==> src/rtl/lmn_pkg.sv <==
// shared types and codes for the lamport mutex node
package lmn_pkg;

  // event codes on req_type
  localparam logic [2:0] REQ_ACQUIRE  = 3'd0;
  localparam logic [2:0] REQ_RELEASE  = 3'd1;
  localparam logic [2:0] REQ_FINISH   = 3'd2;
  localparam logic [2:0] REQ_REQUEST  = 3'd3;
  localparam logic [2:0] REQ_RESPONSE = 3'd4;
  localparam logic [2:0] REQ_EXIT     = 3'd5;
  localparam logic [2:0] REQ_STOP     = 3'd6;

  // outgoing message kinds
  localparam logic [1:0] KIND_REQUEST  = 2'd0;
  localparam logic [1:0] KIND_RESPONSE = 2'd1;
  localparam logic [1:0] KIND_EXIT     = 2'd2;
  localparam logic [1:0] KIND_STOP     = 2'd3;

  // configuration register indexes
  localparam logic [0:0] CFG_OWN_NODE   = 1'b0;
  localparam logic [0:0] CFG_NODE_COUNT = 1'b1;

  // input beat
  typedef struct packed {
    logic [2:0]  req_type;
    logic [3:0]  sender_node;
    logic [31:0] sender_timestamp;
  } in_t;

  // result beat
  typedef struct packed {
    logic        send_valid;
    logic [1:0]  msg_kind;
    logic [15:0] dest_mask;
    logic [31:0] msg_timestamp;
    logic [3:0]  msg_node;
    logic        grant;
    logic        queue_overflow;
  } out_t;

  // commands from the sequencer to the request queue
  typedef struct packed {
    logic scan;
    logic match_en;
    logic clear_match;
    logic insert;
    logic remove;
  } qcmd_t;

  // queue scan results
  typedef struct packed {
    logic       busy;
    logic       free_found;
    logic       best_found;
    logic [3:0] best_node;
  } qstat_t;

endpackage

==> src/rtl/lmn_queue.sv <==
// request queue: entry memory, valid bits and the sequential scan unit
module lmn_queue #(
  parameter int NODES = 16,
  parameter int TS_W  = 32
) (
  input  logic                 clk,
  input  logic                 rst_n,
  input  lmn_pkg::qcmd_t       cmd,
  input  logic [3:0]           match_node,
  input  logic [TS_W-1:0]      ins_ts,
  input  logic [3:0]           ins_node,
  output lmn_pkg::qstat_t      stat,
  output logic [TS_W-1:0]      best_ts
);
  import lmn_pkg::*;

  localparam int IW = $clog2(NODES);
  localparam logic [IW-1:0] LAST = IW'(NODES - 1);

  // entry store, one read and one write port
  logic [TS_W-1:0] mem_ts   [NODES];
  logic [3:0]      mem_node [NODES];

  logic [TS_W-1:0] rd_ts_r;
  logic [3:0]      rd_node_r;

  logic [NODES-1:0] valid_r, valid_nxt;
  logic             issue_r, issue_nxt;
  logic [IW-1:0]    addr_r, addr_nxt;
  logic             eval_r, eval_nxt;
  logic [IW-1:0]    eval_idx_r, eval_idx_nxt;
  logic             busy_r, busy_nxt;
  logic             free_found_r, free_found_nxt;
  logic [IW-1:0]    free_idx_r, free_idx_nxt;
  logic             best_found_r, best_found_nxt;
  logic [IW-1:0]    best_idx_r, best_idx_nxt;
  logic [TS_W-1:0]  best_ts_r, best_ts_nxt;
  logic [3:0]       best_node_r, best_node_nxt;

  logic entry_v;
  logic hit_match;
  logic earlier;

  // memory write on insert, registered read at the scan address
  always_ff @(posedge clk) begin
    if (cmd.insert) begin
      mem_ts[free_idx_r]   <= ins_ts;
      mem_node[free_idx_r] <= ins_node;
    end
    rd_ts_r   <= mem_ts[addr_r];
    rd_node_r <= mem_node[addr_r];
  end

  // compare the entry just read against the running best
  assign entry_v   = valid_r[eval_idx_r];
  assign hit_match = !cmd.match_en || (rd_node_r == match_node);
  assign earlier   = !best_found_r || (rd_ts_r < best_ts_r) ||
                     ((rd_ts_r == best_ts_r) && (rd_node_r < best_node_r));

  // scan sequencing and accumulators
  always_comb begin
    valid_nxt      = valid_r;
    issue_nxt      = issue_r;
    addr_nxt       = addr_r;
    eval_nxt       = issue_r;
    eval_idx_nxt   = addr_r;
    busy_nxt       = busy_r;
    free_found_nxt = free_found_r;
    free_idx_nxt   = free_idx_r;
    best_found_nxt = best_found_r;
    best_idx_nxt   = best_idx_r;
    best_ts_nxt    = best_ts_r;
    best_node_nxt  = best_node_r;

    if (cmd.scan) begin
      issue_nxt      = 1'b1;
      addr_nxt       = '0;
      busy_nxt       = 1'b1;
      free_found_nxt = 1'b0;
      best_found_nxt = 1'b0;
    end else if (issue_r) begin
      if (addr_r == LAST) begin
        issue_nxt = 1'b0;
      end else begin
        addr_nxt = addr_r + 1'b1;
      end
    end

    if (eval_r) begin
      if (entry_v && hit_match && earlier) begin
        best_found_nxt = 1'b1;
        best_idx_nxt   = eval_idx_r;
        best_ts_nxt    = rd_ts_r;
        best_node_nxt  = rd_node_r;
      end
      if (!entry_v && !free_found_r) begin
        free_found_nxt = 1'b1;
        free_idx_nxt   = eval_idx_r;
      end
      // stop: drop every entry of the dead peer as it passes
      if (cmd.clear_match && entry_v && (rd_node_r == match_node)) begin
        valid_nxt[eval_idx_r] = 1'b0;
      end
      if (eval_idx_r == LAST) begin
        busy_nxt = 1'b0;
      end
    end

    if (cmd.insert) begin
      valid_nxt[free_idx_r] = 1'b1;
    end
    if (cmd.remove) begin
      valid_nxt[best_idx_r] = 1'b0;
    end
  end

  always_ff @(posedge clk) begin
    addr_r       <= addr_nxt;
    eval_idx_r   <= eval_idx_nxt;
    free_found_r <= free_found_nxt;
    free_idx_r   <= free_idx_nxt;
    best_found_r <= best_found_nxt;
    best_idx_r   <= best_idx_nxt;
    best_ts_r    <= best_ts_nxt;
    best_node_r  <= best_node_nxt;
    if (!rst_n) begin
      valid_r <= '0;
      issue_r <= 1'b0;
      eval_r  <= 1'b0;
      busy_r  <= 1'b0;
    end else begin
      valid_r <= valid_nxt;
      issue_r <= issue_nxt;
      eval_r  <= eval_nxt;
      busy_r  <= busy_nxt;
    end
  end

  assign stat.busy       = busy_r;
  assign stat.free_found = free_found_r;
  assign stat.best_found = best_found_r;
  assign stat.best_node  = best_node_r;
  assign best_ts         = best_ts_r;

endmodule

==> src/rtl/lamport_mutex_node_top.sv <==
// top level of the lamport mutex node: event sequencer, node state and result register
//
// One node of Lamport's distributed mutual exclusion. Each input beat is one local event
// (acquire, release, finish) or one remote message (request, response, exit, stop), and
// gives exactly one result beat: at most one outgoing message with its destination mask,
// a grant pulse and a queue overflow flag. Items are handled one at a time. Finish,
// response and unused codes go from acceptance straight to the apply state and then to
// the done state; the other events first walk the request queue memory one entry a cycle
// through its single read port. When the node is waiting and every live peer has
// answered, a second walk looks for the head of the queue. A result waiting at the
// output does not hold up the next input beat until the following result is due. Queue
// valid bits are flip-flops, so no clearing pass runs after reset. Configuration must be
// written by the user only while the node is idle; the block itself does not enforce this.
module lamport_mutex_node_top #(
  parameter int NODES      = 16,
  parameter int CLOCK_BITS = 32
) (
  input  logic           clk,
  input  logic           rst_n,
  input  logic           in_valid,
  output logic           in_stall,
  input  lmn_pkg::in_t   in_data,
  output logic           out_valid,
  input  logic           out_stall,
  output lmn_pkg::out_t  out_data,
  input  logic           cfg_wr_en,
  input  logic [0:0]     cfg_index,
  input  logic [4:0]     cfg_data
);
  import lmn_pkg::*;

  localparam int TS_W = (CLOCK_BITS > 32) ? CLOCK_BITS : 32;
  localparam int MW   = (NODES > 16) ? NODES : 16;
  localparam logic [CLOCK_BITS-1:0] CLK_MAX = '1;

  typedef enum logic [2:0] {
    ST_IDLE,
    ST_EVT_START,
    ST_EVT_SCAN,
    ST_APPLY,
    ST_GNT_START,
    ST_GNT_SCAN,
    ST_DONE
  } state_t;

  state_t state_r, state_nxt;

  in_t                   item_r, item_nxt;
  out_t                  res_r, res_nxt;
  out_t                  out_r, out_nxt;
  logic                  out_valid_r, out_valid_nxt;
  logic [CLOCK_BITS-1:0] clock_r, clock_nxt;
  logic [NODES-1:0]      responded_r, responded_nxt;
  logic [NODES-1:0]      alive_r, alive_nxt;
  logic                  waiting_r, waiting_nxt;
  logic [3:0]            own_r, own_nxt;
  logic [4:0]            count_r, count_nxt;

  qcmd_t           qcmd;
  qstat_t          qstat;
  logic [3:0]      q_match_node;
  logic [TS_W-1:0] q_ins_ts;
  logic [3:0]      q_ins_node;
  logic [TS_W-1:0] q_best_ts;

  logic [NODES-1:0]      lim_mask;
  logic [NODES-1:0]      own_bit;
  logic [NODES-1:0]      snd_bit;
  logic [NODES-1:0]      bcast;
  logic                  remote_ok;
  logic                  grant_phase;
  logic [TS_W-1:0]       clk_ext;
  logic [TS_W-1:0]       ts_ext;
  logic [TS_W-1:0]       mx;
  logic [CLOCK_BITS-1:0] merged;

  function automatic logic [NODES-1:0] node_bit(input logic [3:0] n);
    logic [NODES-1:0] b;
    b = '0;
    if (int'(n) < NODES) begin
      b = NODES'(1) << n;
    end
    return b;
  endfunction

  function automatic logic [15:0] dest16(input logic [NODES-1:0] d);
    logic [MW-1:0] e;
    e = MW'(d);
    return e[15:0];
  endfunction

  function automatic logic [31:0] low32(input logic [TS_W-1:0] v);
    return v[31:0];
  endfunction

  // participant masks from configuration and the held item
  always_comb begin
    for (int i = 0; i < NODES; i++) begin
      lim_mask[i] = (i < int'(count_r));
    end
  end

  assign own_bit   = node_bit(own_r);
  assign snd_bit   = node_bit(item_r.sender_node);
  assign bcast     = lim_mask & ~own_bit;
  assign remote_ok = ((snd_bit & lim_mask) != '0) && (item_r.sender_node != own_r);

  // logical clock merge with saturation
  assign clk_ext = TS_W'(clock_r);
  assign ts_ext  = TS_W'(item_r.sender_timestamp);
  assign mx      = (clk_ext > ts_ext) ? clk_ext : ts_ext;
  assign merged  = (mx >= TS_W'(CLK_MAX)) ? CLK_MAX : CLOCK_BITS'(mx + 1'b1);

  // queue commands
  assign grant_phase      = (state_r == ST_GNT_START) || (state_r == ST_GNT_SCAN);
  assign qcmd.scan        = (state_r == ST_EVT_START) || (state_r == ST_GNT_START);
  assign qcmd.match_en    = !grant_phase &&
                            ((item_r.req_type == REQ_RELEASE) || (item_r.req_type == REQ_EXIT));
  assign qcmd.clear_match = !grant_phase && (item_r.req_type == REQ_STOP) && remote_ok;
  assign qcmd.insert      = (state_r == ST_APPLY) && qstat.free_found &&
                            (((item_r.req_type == REQ_ACQUIRE) && !waiting_r) ||
                             ((item_r.req_type == REQ_REQUEST) && remote_ok));
  assign qcmd.remove      = (state_r == ST_APPLY) && qstat.best_found &&
                            ((item_r.req_type == REQ_RELEASE) ||
                             ((item_r.req_type == REQ_EXIT) && remote_ok));
  assign q_match_node     = (item_r.req_type == REQ_RELEASE) ? own_r : item_r.sender_node;
  assign q_ins_ts         = (item_r.req_type == REQ_ACQUIRE) ? clk_ext : ts_ext;
  assign q_ins_node       = (item_r.req_type == REQ_ACQUIRE) ? own_r : item_r.sender_node;

  lmn_queue #(
    .NODES (NODES),
    .TS_W  (TS_W)
  ) u_queue (
    .clk        (clk),
    .rst_n      (rst_n),
    .cmd        (qcmd),
    .match_node (q_match_node),
    .ins_ts     (q_ins_ts),
    .ins_node   (q_ins_node),
    .stat       (qstat),
    .best_ts    (q_best_ts)
  );

  // event sequencer and node state update
  always_comb begin
    state_nxt     = state_r;
    item_nxt      = item_r;
    res_nxt       = res_r;
    out_nxt       = out_r;
    out_valid_nxt = out_valid_r;
    clock_nxt     = clock_r;
    responded_nxt = responded_r;
    alive_nxt     = alive_r;
    waiting_nxt   = waiting_r;
    own_nxt       = own_r;
    count_nxt     = count_r;

    if (cfg_wr_en) begin
      case (cfg_index)
        CFG_OWN_NODE:   own_nxt   = cfg_data[3:0];
        CFG_NODE_COUNT: count_nxt = cfg_data;
        default: ;
      endcase
    end

    if (out_valid_r && !out_stall) begin
      out_valid_nxt = 1'b0;
    end

    case (state_r)
      ST_IDLE: begin
        if (in_valid) begin
          item_nxt = in_data;
          if (in_data.req_type inside {REQ_ACQUIRE, REQ_RELEASE, REQ_REQUEST,
                                       REQ_EXIT, REQ_STOP}) begin
            state_nxt = ST_EVT_START;
          end else begin
            state_nxt = ST_APPLY;
          end
        end
      end
      ST_EVT_START: state_nxt = ST_EVT_SCAN;
      ST_EVT_SCAN: begin
        if (!qstat.busy) begin
          state_nxt = ST_APPLY;
        end
      end
      ST_APPLY: begin
        res_nxt = '0;
        case (item_r.req_type)
          REQ_ACQUIRE: begin
            if (!waiting_r) begin
              if (!qstat.free_found) begin
                res_nxt.queue_overflow = 1'b1;
              end else begin
                waiting_nxt           = 1'b1;
                responded_nxt         = ~alive_r | own_bit;
                res_nxt.send_valid    = 1'b1;
                res_nxt.msg_kind      = KIND_REQUEST;
                res_nxt.dest_mask     = dest16(bcast);
                res_nxt.msg_timestamp = low32(clk_ext);
              end
            end
          end
          REQ_RELEASE: begin
            waiting_nxt = 1'b0;
            if (qstat.best_found) begin
              res_nxt.send_valid    = 1'b1;
              res_nxt.msg_kind      = KIND_EXIT;
              res_nxt.dest_mask     = dest16(bcast);
              res_nxt.msg_timestamp = low32(q_best_ts);
            end
          end
          REQ_FINISH: begin
            res_nxt.send_valid = 1'b1;
            res_nxt.msg_kind   = KIND_STOP;
            res_nxt.dest_mask  = dest16(bcast & alive_r);
          end
          REQ_REQUEST: begin
            if (remote_ok) begin
              res_nxt.queue_overflow = !qstat.free_found;
              clock_nxt              = merged;
              res_nxt.send_valid     = 1'b1;
              res_nxt.msg_kind       = KIND_RESPONSE;
              res_nxt.dest_mask      = dest16(snd_bit);
              res_nxt.msg_timestamp  = low32(TS_W'(merged));
            end
          end
          REQ_RESPONSE: begin
            if (remote_ok) begin
              responded_nxt = responded_r | snd_bit;
              clock_nxt     = merged;
            end
          end
          REQ_STOP: begin
            if (remote_ok) begin
              alive_nxt     = alive_r & ~snd_bit;
              responded_nxt = responded_r | snd_bit;
            end
          end
          default: ;
        endcase
        res_nxt.msg_node = res_nxt.send_valid ? own_r : 4'd0;
        // grant check needs the queue head after this event's update
        if (waiting_nxt && ((responded_nxt & lim_mask) == lim_mask)) begin
          state_nxt = ST_GNT_START;
        end else begin
          state_nxt = ST_DONE;
        end
      end
      ST_GNT_START: state_nxt = ST_GNT_SCAN;
      ST_GNT_SCAN: begin
        if (!qstat.busy) begin
          if (qstat.best_found && (qstat.best_node == own_r)) begin
            res_nxt.grant = 1'b1;
            waiting_nxt   = 1'b0;
          end
          state_nxt = ST_DONE;
        end
      end
      ST_DONE: begin
        if (!out_valid_r || !out_stall) begin
          out_nxt       = res_r;
          out_valid_nxt = 1'b1;
          state_nxt     = ST_IDLE;
        end
      end
      default: state_nxt = ST_IDLE;
    endcase
  end

  always_ff @(posedge clk) begin
    item_r <= item_nxt;
    res_r  <= res_nxt;
    out_r  <= out_nxt;
    if (!rst_n) begin
      state_r     <= ST_IDLE;
      out_valid_r <= 1'b0;
      clock_r     <= '0;
      responded_r <= '1;
      alive_r     <= '1;
      waiting_r   <= 1'b0;
      own_r       <= 4'd0;
      count_r     <= 5'd16;
    end else begin
      state_r     <= state_nxt;
      out_valid_r <= out_valid_nxt;
      clock_r     <= clock_nxt;
      responded_r <= responded_nxt;
      alive_r     <= alive_nxt;
      waiting_r   <= waiting_nxt;
      own_r       <= own_nxt;
      count_r     <= count_nxt;
    end
  end

  assign in_stall  = (state_r != ST_IDLE);
  assign out_valid = out_valid_r;
  assign out_data  = out_r;

  // no message means empty message fields
  a_quiet_fields : assert property (@(posedge clk) disable iff (!rst_n)
    (out_valid_r && !out_r.send_valid) |->
      ((out_r.dest_mask == 16'd0) && (out_r.msg_timestamp == 32'd0) &&
       (out_r.msg_node == 4'd0)))
    else $error("message fields set without send_valid");

  // queue walk never outlives the item that started it
  a_queue_idle : assert property (@(posedge clk) disable iff (!rst_n)
    ((state_r == ST_IDLE) || (state_r == ST_APPLY) || (state_r == ST_DONE)) |-> !qstat.busy)
    else $error("queue scan running outside a scan state");

  // a new result is loaded only when an item completes
  a_result_source : assert property (@(posedge clk) disable iff (!rst_n)
    $rose(out_valid_r) |-> $past(state_r == ST_DONE))
    else $error("result appeared without a finished item");

endmodule

==> config.mk <==
export PLATFORM = sky130hd
export DESIGN_NAME = lamport_mutex_node_top
export DESIGN_NICKNAME = d
export VERILOG_FILES = /design/src/rtl/lmn_pkg.sv /design/src/rtl/lmn_queue.sv /design/src/rtl/lamport_mutex_node_top.sv
export SDC_FILE = /design/constraint.sdc
export NUM_CORES = 1
export LEC_CHECK = 0
export BUFFER_PORTS_ARGS = -buffer_cell sky130_fd_sc_hd__buf_2
export CAP_MARGIN = 20
export CORE_ASPECT_RATIO = 2
export CORE_MARGIN = 5
export CORE_UTILIZATION = 55
export DETAILED_ROUTE_END_ITERATION = 6
export PLACE_DENSITY = 0.84
export SLEW_MARGIN = 20
export SYNTH_ARGS = -nofsm -noshare
export SYNTH_HDL_FRONTEND = slang
export SYNTH_HIERARCHICAL = 1
export SYNTH_SLANG_ARGS = --single-unit
==> constraint.sdc <==
create_clock -name clk -period 13.1 [get_ports clk]
set_clock_uncertainty 0.2 [all_clocks]
set_input_delay 1.31 -clock clk [delete_from_list [all_inputs] [get_ports clk]]
set_output_delay 1.31 -clock clk [all_outputs]
set_load 0.005 [all_outputs]
==> flow_metrics.py <==
metrics = {
    "worst_setup_path": {
        "cp-endpoint": "res_r[17]$_DFFE_PP_",
        "crit_start": "ts_ext[14]$_DFFE_PP_",
        "crit_type": "reg -> reg",
        "worst_setup_path_end_kind": "flop",
        "cp_max_fo": 40,
        "arrival_ps": 6290,
        "rr_worst_depth": 17,
        "r2r_start": "ts_ext[14]$_DFFE_PP_",
        "r2r_setup_slack_ps": 7080,
        "crit_path_start_kind": "flop",
        "cp.required_ps": 13370,
        "r2r_end": "res_r[17]$_DFFE_PP_",
    },
    "detailed_routing": {
        "route.detailed.drc": 0,
        "routed_via_density": 6.57,
        "drt-initial-drc-count": 2868,
        "wl_mm": 101,
        "vias": 23355,
        "firstDrtPassIters": 7,
        "post_drt_wl_per_cell_um": 28.5,
        "ant_nets": 0,
    },
    "synth": {
        "synthTopCellsByArea": "edfxtp_1 60%, mux4_1 8.2%, dfxtp_1 7.4%, mux4_2 3.6%, ha_1 2.2%",
        "synthFlopType": "edfxtp_1",
        "ys_warn_count": 6,
        "syn_inst": 2457,
        "syn-cell-area_um2": 38900,
        "synthDistinctLibCells": 80,
        "synth.top_cell.area_share_pct": 59.6,
        "synth_area_per_cell_um2": 15.8,
        "synthArstFlopShare_pct": 0,
        "synth_edf_count": 773,
        "syn_nets": 2576,
        "yosysTopAreaCell": "edfxtp_1",
        "yosysSeqAreaShare_pct": 67.0,
        "ys_ff_latch": 916,
    },
    "cts": {
        "postCtsSetupBuffers": 0,
        "holdBufCountCts": 0,
        "insertion_delay_ps": 660,
        "clk_pin_slew_ps": 70,
        "tritoncts": "yes",
        "cts.htree.levels": 3,
        "clkSinkCount": 916,
        "cts_buffers": 78,
        "cts_resized": 0,
        "cts_root_buf": "clkbuf_16",
        "cts_buffer_depth": 3,
    },
    "placement": {
        "portBuffers": 108,
        "placedCellCount": 3408,
        "gp_congestion": 0.939,
        "hpwl_mm": 59.7,
        "place_area_um2": 40500,
        "place_ws_ps": 7270,
    },
    "sta": {
        "fmax_mhz": 166,
        "hold-worst-slack_ps": 217,
        "finalCritPeriodShare_pct": 45.9,
        "finalSetupViolCount": 0,
        "grt_setup_unrepaired": "false",
        "final.setup.tns_ps": 0,
        "period_minus_slack_ps": 6020,
        "report.final.hold_viol_count": 0,
        "final-max-slew-violation-count": 0,
        "fin_ws_ps": 7080,
        "slew_headroom_pct": 21.0,
        "worst_pin_slew_ps": 1190,
    },
    "die": {
        "fp.dieArea_um2": 76500,
        "fp.dieH_um": 386,
        "core_area_um2": 70400,
        "die_w_um": 198,
        "io_pins": 109,
        "num_rows": 138,
        "initial_core_util_pct": 55.2,
    },
    "cells_and_area": {
        "finalNonFillerCells": 3553,
        "fillerInstances": 4858,
        "diodes": 0,
        "fin_nets": 2697,
        "area_growth_syn_to_layout_pct": 10.6,
        "final_cell_area_um2": 43000,
        "drive_gt1_share_pct": 16.5,
    },
    "global_routing": {
        "antenna_found_initial": 1,
        "grt_max_degree": 83,
        "globalRouteOverflowTotal": 0,
        "grt_pass1_wl_mm": 148,
        "grtUsageTotal_pct": 26.2,
        "grt_pass1_vias": 23144,
    },
    "outcome": {
        "outcome": "complete, no violations",
    },
    "flow_run": {
        "drv_cap": 0,
    },
    "power_and_ir_drop": {
        "irDropWorstVdd_v": 0.000161,
        "leakagePower_nw": 14.7,
        "pwr_density_cell_nw_per_um2": 161,
    },
    "hold_path": {
        "hp-class": "reg -> reg",
    },
}
[worst max-delay path, stage by stage, from the launching register on]
cell      delay [ps]
edfxtp_1         410
inv_1            110
ha_1             340
nand4_1          150
or4_1            610
or3_1            450
o21ai_4           70
buf_4            520
mux2_2           290
ha_1             280
and4_1           300
nand4_1          280
nor3_1           570
nand3_1          220
nor2_1           200
mux2_2           480
nor2_1           120
o21ai_0          220
[metrics by stage]
stage | total power [W] | utilization, %
floorplan | 0.00431 | -
global placement | 0.00454 | 57.4
detailed placement | 0.00460 | 57.5
CTS | 0.00695 | 61.1
global route | 0.00716 | 61.1
finish | 0.00694 | 61.1
[layer usage]
layer,wire length (um),up-vias,track usage (%)
li1,-,9944,-
met1,35800,11584,33.4
met4,4430,0,10.2
met3,9600,281,4.30
met2,51500,1546,45.1
met5,0,-,0
[placed cells by master, fill, tap and decap left out, types with 31 or more instances in the layout]
| cell | count |
|---|---|
| edfxtp_1 | 773 |
| o21ai_0 | 155 |
| nand2_1 | 145 |
| dfxtp_1 | 139 |
| mux4_1 | 121 |
| a21oi_1 | 109 |
| buf_2 | 108 |
| nor2_1 | 105 |
| clkbuf_16 | 80 |
| inv_1 | 79 |
| ha_1 | 69 |
| buf_4 | 66 |
| mux4_2 | 63 |
| nand3_1 | 56 |
| xnor2_1 | 42 |
| nand4_1 | 33 |
| mux2i_1 | 33 |
| a22oi_1 | 31 |
[report_power, final]
part           total, W  internal [W]  switching [W]
logic           0.00108      0.000509       0.000570
clock network   0.00234       0.00127        0.00108
registers       0.00352       0.00334       0.000176
total           0.00694       0.00512        0.00182
[how the worst min path moves through the flow]
stage	from	endpoint	cells past startpoint
after floorplan	u_queue/addr_r[3]$_SDFFE_PP0P_	u_queue/eval_idx_r[3]$_DFF_P_	0
after global placement	res_r[41]$_DFFE_PP_	out_data[41]$_DFFE_PP_	0
after detailed placement	res_r[25]$_DFFE_PP_	out_data[25]$_DFFE_PP_	0
after CTS	res_r[32]$_DFFE_PP_	out_data[32]$_DFFE_PP_	0
after global routing	res_r[32]$_DFFE_PP_	out_data[32]$_DFFE_PP_	0
final	res_r[32]$_DFFE_PP_	out_data[32]$_DFFE_PP_	0
[synthesized netlist by cell type, types with 17 or more instances]
library cell	number
ha_1	69
nor2_1	112
xnor2_1	42
xor2_1	29
o21ai_1	20
buf_6	18
nand4_1	33
o21ai_0	156
mux4_2	63
inv_1	91
nand2_1	145
nand3_1	56
a21oi_1	109
buf_2	18
a211oi_1	17
nor3_1	31
and2_1	20
mux4_1	121
edfxtp_1	773
a22oi_1	31
dfxtp_1	143
clkbuf_1	81
nor2b_1	17
mux2i_1	34
[sequential cells by signal, summed over array words and instances (netlist names), 32 cells and up]
name / count
u_queue/mem_ts: 512
res_r: 57
clk_ext: 32
out_data: 57
u_queue/rd_ts_r: 32
u_queue/best_ts: 32
u_queue/mem_node: 64
ts_ext: 32
[kinds of logic after synthesis]
family,share of synthesized area (%)
mux,13.0
simple gates,6.59
xor+xnor,1.60
flops,67.0
fa+ha+maj,2.22
buf+inv,2.76
compound gates,6.80
[area by class of cell]
class | instances | area (um2) | share of cell area [%]
well taps | 910 | 1140 | 2.65
clock inverters | 38 | 368 | 0.855
multi-input cells | 1314 | 11900 | 27.6
clock buffers | 107 | 2180 | 5.07
repair buffers | 175 | 1060 | 2.45
inverters | 93 | 349 | 0.811
flip-flops and latches | 916 | 26100 | 60.6
Power figures use the tool's default switching activity.
